<file path="src/design/swm_pkg.sv">
// Shared types and constants for the sliding window maximum block.
// No dependencies; used by the candidate cell and the top level.
package swm_pkg;

   // Width of the window size register.
   localparam int CSR_WIDTH = 7;
   localparam logic [CSR_WIDTH-1:0] WINDOW_RESET = 7'd1;

   // Broadcast control from the top level to every candidate cell.
   typedef struct packed {
      logic load;   // an item is taken this cycle
      logic clear;  // item starts a new sequence
      logic shift;  // front entry leaves: every cell takes its right neighbour
   } ctrl_type;

endpackage

</file>
<file path="src/design/swm_cell.sv">
// One cell of the monotonic candidate queue: value, age and valid bit.
// Depends on swm_pkg for the broadcast control struct.
module swm_cell #(
   parameter int SAMPLE_WIDTH = 16,
   parameter int AGE_W        = 8
) (
   input  logic                           clock,
   input  logic                           reset,
   input  swm_pkg::ctrl_type              ctrl,
   input  logic                           head,
   input  logic signed [SAMPLE_WIDTH-1:0] sample,
   input  logic                           prv_keep,
   input  logic                           nxt_keep,
   input  logic signed [SAMPLE_WIDTH-1:0] nxt_value,
   input  logic [AGE_W-1:0]               nxt_age,
   output logic                           keep,
   output logic                           valid,
   output logic signed [SAMPLE_WIDTH-1:0] value,
   output logic [AGE_W-1:0]               age_inc,
   output logic signed [SAMPLE_WIDTH-1:0] value_nxt
);

   logic                           valid_ff, valid_in;
   logic signed [SAMPLE_WIDTH-1:0] value_ff, value_in;
   logic [AGE_W-1:0]               age_ff, age_in;

   // Survives the back pops only if strictly greater than the new sample.
   assign keep    = valid_ff & ~ctrl.clear & (value_ff > sample);
   assign age_inc = (&age_ff) ? age_ff : age_ff + 1'b1;

   always_comb begin
      valid_in = valid_ff;
      value_in = value_ff;
      age_in   = age_ff;
      if (ctrl.load) begin
         if (ctrl.shift) begin
            if (nxt_keep) begin
               valid_in = 1'b1;
               value_in = nxt_value;
               age_in   = nxt_age;
            end else if (head | keep) begin
               valid_in = 1'b1;
               value_in = sample;
               age_in   = '0;
            end else begin
               valid_in = 1'b0;
            end
         end else begin
            if (keep) begin
               age_in = age_inc;
            end else if (head | prv_keep) begin
               valid_in = 1'b1;
               value_in = sample;
               age_in   = '0;
            end else begin
               valid_in = 1'b0;
            end
         end
      end
   end

   always_ff @(posedge clock) begin
      if (reset) begin
         valid_ff <= 1'b0;
      end else begin
         valid_ff <= valid_in;
      end
      value_ff <= value_in;
      age_ff   <= age_in;
   end

   assign valid     = valid_ff;
   assign value     = value_ff;
   assign value_nxt = value_in;

endmodule

</file>
<file path="src/design/sliding_window_maximum.sv">
//  channel | ports                                  | direction
//  --------+----------------------------------------+----------
//  request | req_valid/req_stall, sample, start     | in
//  result  | rsp_valid/rsp_stall, window_max        | out
//  csr     | csr_write_enable, csr_write_data       | in
//
// One item per cycle while req_stall is low: every cell compares against the
// new sample in parallel and the whole queue updates in the same edge; the
// result shows in the next cycle, from an output register. req_stall rises
// only while a result waits under rsp_stall. Synchronous reset empties the queue,
// zeroes the count and sets the window to one; no clearing pass is needed.
// Top level of the sliding window maximum; depends on swm_pkg and swm_cell.
module sliding_window_maximum #(
   parameter int WINDOW_MAX   = 64,
   parameter int SAMPLE_WIDTH = 16
) (
   input  logic                               clock,
   input  logic                               reset,
   input  logic                               req_valid,
   output logic                               req_stall,
   input  logic signed [SAMPLE_WIDTH-1:0]     req_sample,
   input  logic                               req_start_sequence,
   output logic                               rsp_valid,
   input  logic                               rsp_stall,
   output logic signed [SAMPLE_WIDTH-1:0]     rsp_window_max,
   input  logic                               csr_write_enable,
   input  logic [swm_pkg::CSR_WIDTH-1:0]      csr_write_data
);

   localparam int AGE_W  = $clog2(WINDOW_MAX + 1) + 1;
   localparam int CMP_W  = (AGE_W > swm_pkg::CSR_WIDTH) ? AGE_W : swm_pkg::CSR_WIDTH;
   localparam int SEEN_W = $clog2(WINDOW_MAX + 1);

   logic [swm_pkg::CSR_WIDTH-1:0]  window_ff;
   logic [SEEN_W-1:0]              seen_ff, seen_in, seen_base;
   logic                           rsp_valid_ff;
   logic signed [SAMPLE_WIDTH-1:0] rsp_max_ff;

   logic                           accept;
   logic [CMP_W-1:0]               win_ext, win_lim, k_eff;
   logic                           front_valid, front_drop, emit;
   logic signed [SAMPLE_WIDTH-1:0] front_nxt;
   swm_pkg::ctrl_type              ctrl;

   logic                           keep    [0:WINDOW_MAX];
   logic signed [SAMPLE_WIDTH-1:0] value   [0:WINDOW_MAX];
   logic [AGE_W-1:0]               age_inc [0:WINDOW_MAX];

   assign req_stall = rsp_valid_ff & rsp_stall;
   assign accept    = req_valid & ~req_stall;

   // Clamp the window to 1..WINDOW_MAX.
   assign win_ext = CMP_W'(window_ff);
   assign win_lim = CMP_W'(WINDOW_MAX);
   assign k_eff   = (window_ff == '0) ? CMP_W'(1) : ((win_ext > win_lim) ? win_lim : win_ext);

   // Drop the front if it has left the window, or if the queue would overflow.
   assign front_drop = front_valid & ~req_start_sequence & (CMP_W'(age_inc[0]) >= k_eff);

   assign ctrl.load  = accept;
   assign ctrl.clear = req_start_sequence;
   assign ctrl.shift = front_drop | keep[WINDOW_MAX-1];

   assign keep[WINDOW_MAX]    = 1'b0;
   assign value[WINDOW_MAX]   = '0;
   assign age_inc[WINDOW_MAX] = '0;

   for (genvar i = 0; i < WINDOW_MAX; i++) begin : g_cell
      if (i == 0) begin : g_head
         swm_cell #(
            .SAMPLE_WIDTH (SAMPLE_WIDTH),
            .AGE_W        (AGE_W)
         ) u_cell (
            .clock     (clock),
            .reset     (reset),
            .ctrl      (ctrl),
            .head      (1'b1),
            .sample    (req_sample),
            .prv_keep  (1'b1),
            .nxt_keep  (keep[i+1]),
            .nxt_value (value[i+1]),
            .nxt_age   (age_inc[i+1]),
            .keep      (keep[i]),
            .valid     (front_valid),
            .value     (value[i]),
            .age_inc   (age_inc[i]),
            .value_nxt (front_nxt)
         );
      end else begin : g_body
         swm_cell #(
            .SAMPLE_WIDTH (SAMPLE_WIDTH),
            .AGE_W        (AGE_W)
         ) u_cell (
            .clock     (clock),
            .reset     (reset),
            .ctrl      (ctrl),
            .head      (1'b0),
            .sample    (req_sample),
            .prv_keep  (keep[i-1]),
            .nxt_keep  (keep[i+1]),
            .nxt_value (value[i+1]),
            .nxt_age   (age_inc[i+1]),
            .keep      (keep[i]),
            .valid     (),
            .value     (value[i]),
            .age_inc   (age_inc[i]),
            .value_nxt ()
         );
      end
   end

   // Count samples of the current sequence, saturating at WINDOW_MAX.
   assign seen_base = req_start_sequence ? '0 : seen_ff;
   assign seen_in   = (seen_base < SEEN_W'(WINDOW_MAX)) ? seen_base + 1'b1 : seen_base;
   assign emit      = CMP_W'(seen_in) >= k_eff;

   always_ff @(posedge clock) begin
      if (reset) begin
         window_ff    <= swm_pkg::WINDOW_RESET;
         seen_ff      <= '0;
         rsp_valid_ff <= 1'b0;
      end else begin
         if (csr_write_enable) begin
            window_ff <= csr_write_data;
         end
         if (accept) begin
            seen_ff      <= seen_in;
            rsp_valid_ff <= emit;
         end else if (!rsp_stall) begin
            rsp_valid_ff <= 1'b0;
         end
      end
      if (accept) begin
         rsp_max_ff <= front_nxt;
      end
   end

   assign rsp_valid      = rsp_valid_ff;
   assign rsp_window_max = rsp_max_ff;

endmodule

</file>
<file path="config.mk">
export PLATFORM = sky130hd
export DESIGN_NAME = sliding_window_maximum
export DESIGN_NICKNAME = d
export VERILOG_FILES = /design/src/design/swm_pkg.sv /design/src/design/swm_cell.sv /design/src/design/sliding_window_maximum.sv
export SDC_FILE = /design/constraint.sdc
export NUM_CORES = 2
export LEC_CHECK = 0
export BUFFER_PORTS_ARGS = -buffer_cell sky130_fd_sc_hd__buf_2
export CAP_MARGIN = 25
export CELL_PAD_IN_SITES_DETAIL_PLACEMENT = 1
export CELL_PAD_IN_SITES_GLOBAL_PLACEMENT = 2
export CORE_AREA = 2 2 470 472
export CTS_CLUSTER_SIZE = 10
export DETAILED_ROUTE_END_ITERATION = 12
export DIE_AREA = 0 0 472 474
export GPL_ROUTABILITY_DRIVEN = 0
export PLACE_DENSITY = 0.94
export SLEW_MARGIN = 20
export SYNTH_ARGS = -nofsm -noshare
export SYNTH_HDL_FRONTEND = slang
export SYNTH_SLANG_ARGS = --single-unit
</file>
<file path="constraint.sdc">
create_clock -name clock -period 11.8 [get_ports clock]
set_clock_uncertainty 0.05 [all_clocks]
set_input_delay 2.36 -clock clock [delete_from_list [all_inputs] [get_ports clock]]
set_output_delay 2.36 -clock clock [all_outputs]
set_load 0.005 [all_outputs]
</file>
==> qor.csv <==
stage;metric;value;unit
outcome;status;finished clean;
sta;worst hold slack;0.4166;ns
worst_setup_path;max incr delay on CP;1.01;ns
drt;drt drc;0;
die;chip height;474;um
synth;largest cells by area after synthesis;edfxtp_1 (44%), ha_1 (13%), mux2_2 (7.4%);
layout;commonest non-fill, non-tap cells in the layout;edfxtp_1 (1,536), ha_1 (1,103), nand2_1 (1,030);
clock_tree;TritonCTS clock tree;built;
sta;Tightest Pin Transition;1.166;ns
layout;FF/Latch Area;48030;sq um
clock_tree;Post-CTS Setup Inserts;0;
sta;final hold violation count;0;
clock_tree;clk buf depth;3;
synth;Most used DFF post-synth;edfxtp_1;
die;I/O Pins;47;
synth;Post-synth EDFFs;1536;
power;Leakage;0.04165;uW
sta;Slew headroom;0.2224;
layout;synth-to-layout area growth;8.558;%
die;Starting Density;0.4780;
sta;setup TNS;0;ns
grt;GRT overflow;0;
place;post-DP HPWL;225.3;mm
place;Port Buf Inserts;46;
worst_setup_path;Crit path depth;11;
synth;Yosys cell types;106;
clock_tree;Post-CTS Resized;0;
clock_tree;root buf cell;clkbuf_16;
synth;sequential area share after synthesis;0.4595;
worst_setup_path;CP required;12.23;ns
worst_setup_path;CP Capture Type;register;
drt;Vias;82500;
min_path;Min-Delay Path Class;reg -> reg;
worst_setup_path;Worst path top cell family by delay;buffers and inverters;
worst_setup_path;CP Cell Sequence;buf_2 -> buf_4 -> inv_4 -> ha_1 -> o211ai_1 -> a2111o_1 -> a311o_1 -> nand3_4 -> buf_12 -> nand2b_1 -> a31oi_1;
worst_setup_path;Crit-path slowest cell;a31oi_1;
synth;post-synth design cell area;104500;sq um
synth;Synth top area share;0.4413;
worst_setup_path;WS Path Type;in -> reg;
power;power density over cell area;119.4;nW/um^2
drt;Vias/cell;6.535;
clock_tree;clk_lat worst skew;0.88;ns
synth;area share of fa/ha/maj cells after synthesis;0.1320;
synth;YS warnings;0;
worst_setup_path;CP arrival;8.15;ns
die;core area;218700;sq um
synth;post-synth top area cell;edfxtp_1;
sta;endpoints failing setup;0;
grt;first-pass GRT wire length;516.0;mm
drt;WL per Instance;26.57;um
synth;asr flop ratio synth;0;
worst_setup_path;Startpoint Class;input pin;
power;maximum vdd drop;0.0001574;V
drt;First DRT Iteration DRCs;7299;
sta;max-slew violation count;0;
min_path;worst hold stages;2;
layout;fraction of layout cells with a size suffix above 1;0.1306;
worst_setup_path;critical path fanouts, max;148;
synth;Mean Syn Cell Area;10.80;sq um
clock_tree;number of buffers created by CTS;193;
layout;fin nets;10730;
drt;post-route ant nets;0;
die;Die Span X;472;um
drt;WL final;335.4;mm
synth;#FFs+latches synth;1631;
flow_run;MaxCap Viol Count;0;
die;Die Area;223700;sq um
die;num rows;172;
grt;largest net degree at the start of global routing;157;
synth;post-synthesis simple-gate area fraction;0.1409;
sta;Final period util;0.6539;
worst_setup_path;WP buf/inv;4;
layout;area of the multi-input gates;53630;sq um
sta;Tmin final;7.717;ns
sta;RSZ-0062 raised after global routing;false;
synth;post-synthesis mux area share;0.08834;
sta;fmax;129.6;MHz
grt;initial antenna violation count;27;
drt;1st-pass router iterations;6;
clock_tree;Reg clk slew, reported paths;0.05;ns
grt;number of global-route vias before repair;86970;
clock_tree;Sink Count;1631;
synth;Post-Synth XOR/XNOR Area;0.01609;
synth;Compound-Gate Fraction of Synth Area;0.1346;
grt;Tot GR Track Use;0.2938;
layout;commonest non-fill, non-tap cell in the layout;edfxtp_1;
clock_tree;hold_buf cts;0;
synth;main combinational cell family by area after synthesis;simple AND/OR/NAND/NOR gates;
layout;Layout fillers;23280;
synth;Cells after Synth;9676;
worst_setup_path;FF-to-FF path depth;15;
clock_tree;H-Tree Depth;4;
[flip-flops by register name, indices dropped and copies added, names as in the netlist]
name / flops
g_cell.g_body.u_cell.value: 1008
g_cell.g_body.u_cell.age_ff: 504
g_cell.g_body.u_cell.valid: 63
g_cell.g_head.u_cell.value: 16
rsp_window_max: 16
g_cell.g_head.u_cell.age_ff: 8
seen_ff: 7
window_ff: 7
g_cell.g_head.u_cell.valid: 1
rsp_valid: 1
[worst register-to-register path: stages (launching register included)]
cell and delay (ns):
edfxtp_1 0.39, ha_1 0.21, and3_4 0.22, nand3_1 0.15
nor2_1 0.30, nor2_1 0.12, and3_1 0.20, xor2_1 0.48
ha_1 0.27, o2111ai_1 0.11, o21ai_0 0.68, a31oi_4 0.31
nand3_4 0.49, buf_12 0.47, nand2b_1 0.97, a31oi_1 1.01
[cell usage after synthesis (15+ instances only)]
| cell type | instances |
|---|---|
| a211o_1 | 34 |
| a211oi_1 | 55 |
| a21o_1 | 135 |
| a21oi_1 | 486 |
| a221o_1 | 22 |
| a22oi_1 | 34 |
| a31oi_1 | 136 |
| a41oi_1 | 15 |
| and2_1 | 34 |
| and3_1 | 199 |
| and4_1 | 90 |
| buf_2 | 103 |
| buf_4 | 42 |
| clkbuf_1 | 328 |
| dfxtp_1 | 95 |
| edfxtp_1 | 1536 |
| ha_1 | 1103 |
| inv_1 | 191 |
| mux2_2 | 691 |
| mux2i_1 | 135 |
| nand2_1 | 1032 |
| nand2b_1 | 95 |
| nand3_1 | 387 |
| nand3b_1 | 36 |
| nand4_1 | 206 |
| nor2_1 | 393 |
| nor2b_1 | 79 |
| nor3_1 | 92 |
| nor3b_1 | 25 |
| nor4_1 | 17 |
| o211ai_1 | 141 |
| o21a_1 | 43 |
| o21ai_0 | 831 |
| o21ai_1 | 16 |
| o22ai_1 | 47 |
| o31ai_1 | 150 |
| or2_2 | 32 |
| or3_1 | 100 |
| or4_1 | 18 |
| xnor2_1 | 99 |
| xor2_1 | 93 |
[final timing paths]
| kind | start | end | slack, ns |
|---|---|---|---|
| worst max-delay path | req_sample[3] | g_cell[42].g_body.u_cell.age_ff[6]$_DFFE_PP_ | 4.08 |
| worst min-delay path | g_cell[57].g_body.u_cell.valid$_SDFFE_PP0P_ | g_cell[57].g_body.u_cell.valid$_SDFFE_PP0P_ | 0.42 |
| worst max register to register | g_cell[0].g_head.u_cell.age_ff[0]$_DFFE_PP_ | g_cell[42].g_body.u_cell.age_ff[6]$_DFFE_PP_ | 4.99 |
| worst min register to register | g_cell[57].g_body.u_cell.valid$_SDFFE_PP0P_ | g_cell[57].g_body.u_cell.valid$_SDFFE_PP0P_ | 0.42 |
[metal layers]
layer / track usage / routed length [um] / vias up
li1: - / - / 37000
met1: 0.3741 / 136500 / 41660
met2: 0.4924 / 159900 / 2947
met3: 0.05079 / 24790 / 868
met4: 0.1240 / 14060 / 30
met5: 0 / 192 / -
[final cells by class]
type	count	area share
clock inverters	31	0.003286
clock buffers	313	0.04804
repair buffers	214	0.01408
well taps	2871	0.03166
multi-input cells	7360	0.4727
flip-flops and latches	1631	0.4233
diodes	11	0.0002426
inverters	193	0.006748
[per-stage QoR]
step / instances / instance area [sq um] / worst slack (ns) / util / total power [uW]
after floorplan: 9683 / 104500 / 3.736 / - / 7382
after global placement: 12240 / 107400 / 3.554 / 0.4910 / 7774
after detailed placement: 12260 / 107500 / 3.463 / 0.4917 / 7868
after CTS: 12610 / 113300 / 4.364 / 0.5184 / 13560
after global routing: 12620 / 113500 / 3.938 / 0.5189 / 13910
final: 12620 / 113500 / 4.084 / 0.5189 / 13550
[where the power goes]
group	internal [uW]	switching, uW
logic	436	897
clock network	3200	2550
registers	6400	66.9
total	10000	3510
[cells by family after synthesis]
logic type / Yosys count
AND/OR/NAND/NOR: 2926
AO/OA/AOI/OAI: 2296
flip-flops: 1631
adder cells (fa/ha/maj): 1103
multiplexers: 835
buffers and inverters: 692
XOR/XNOR: 192
other: 1
No activity file was read; power rests on OpenSTA's default activity.
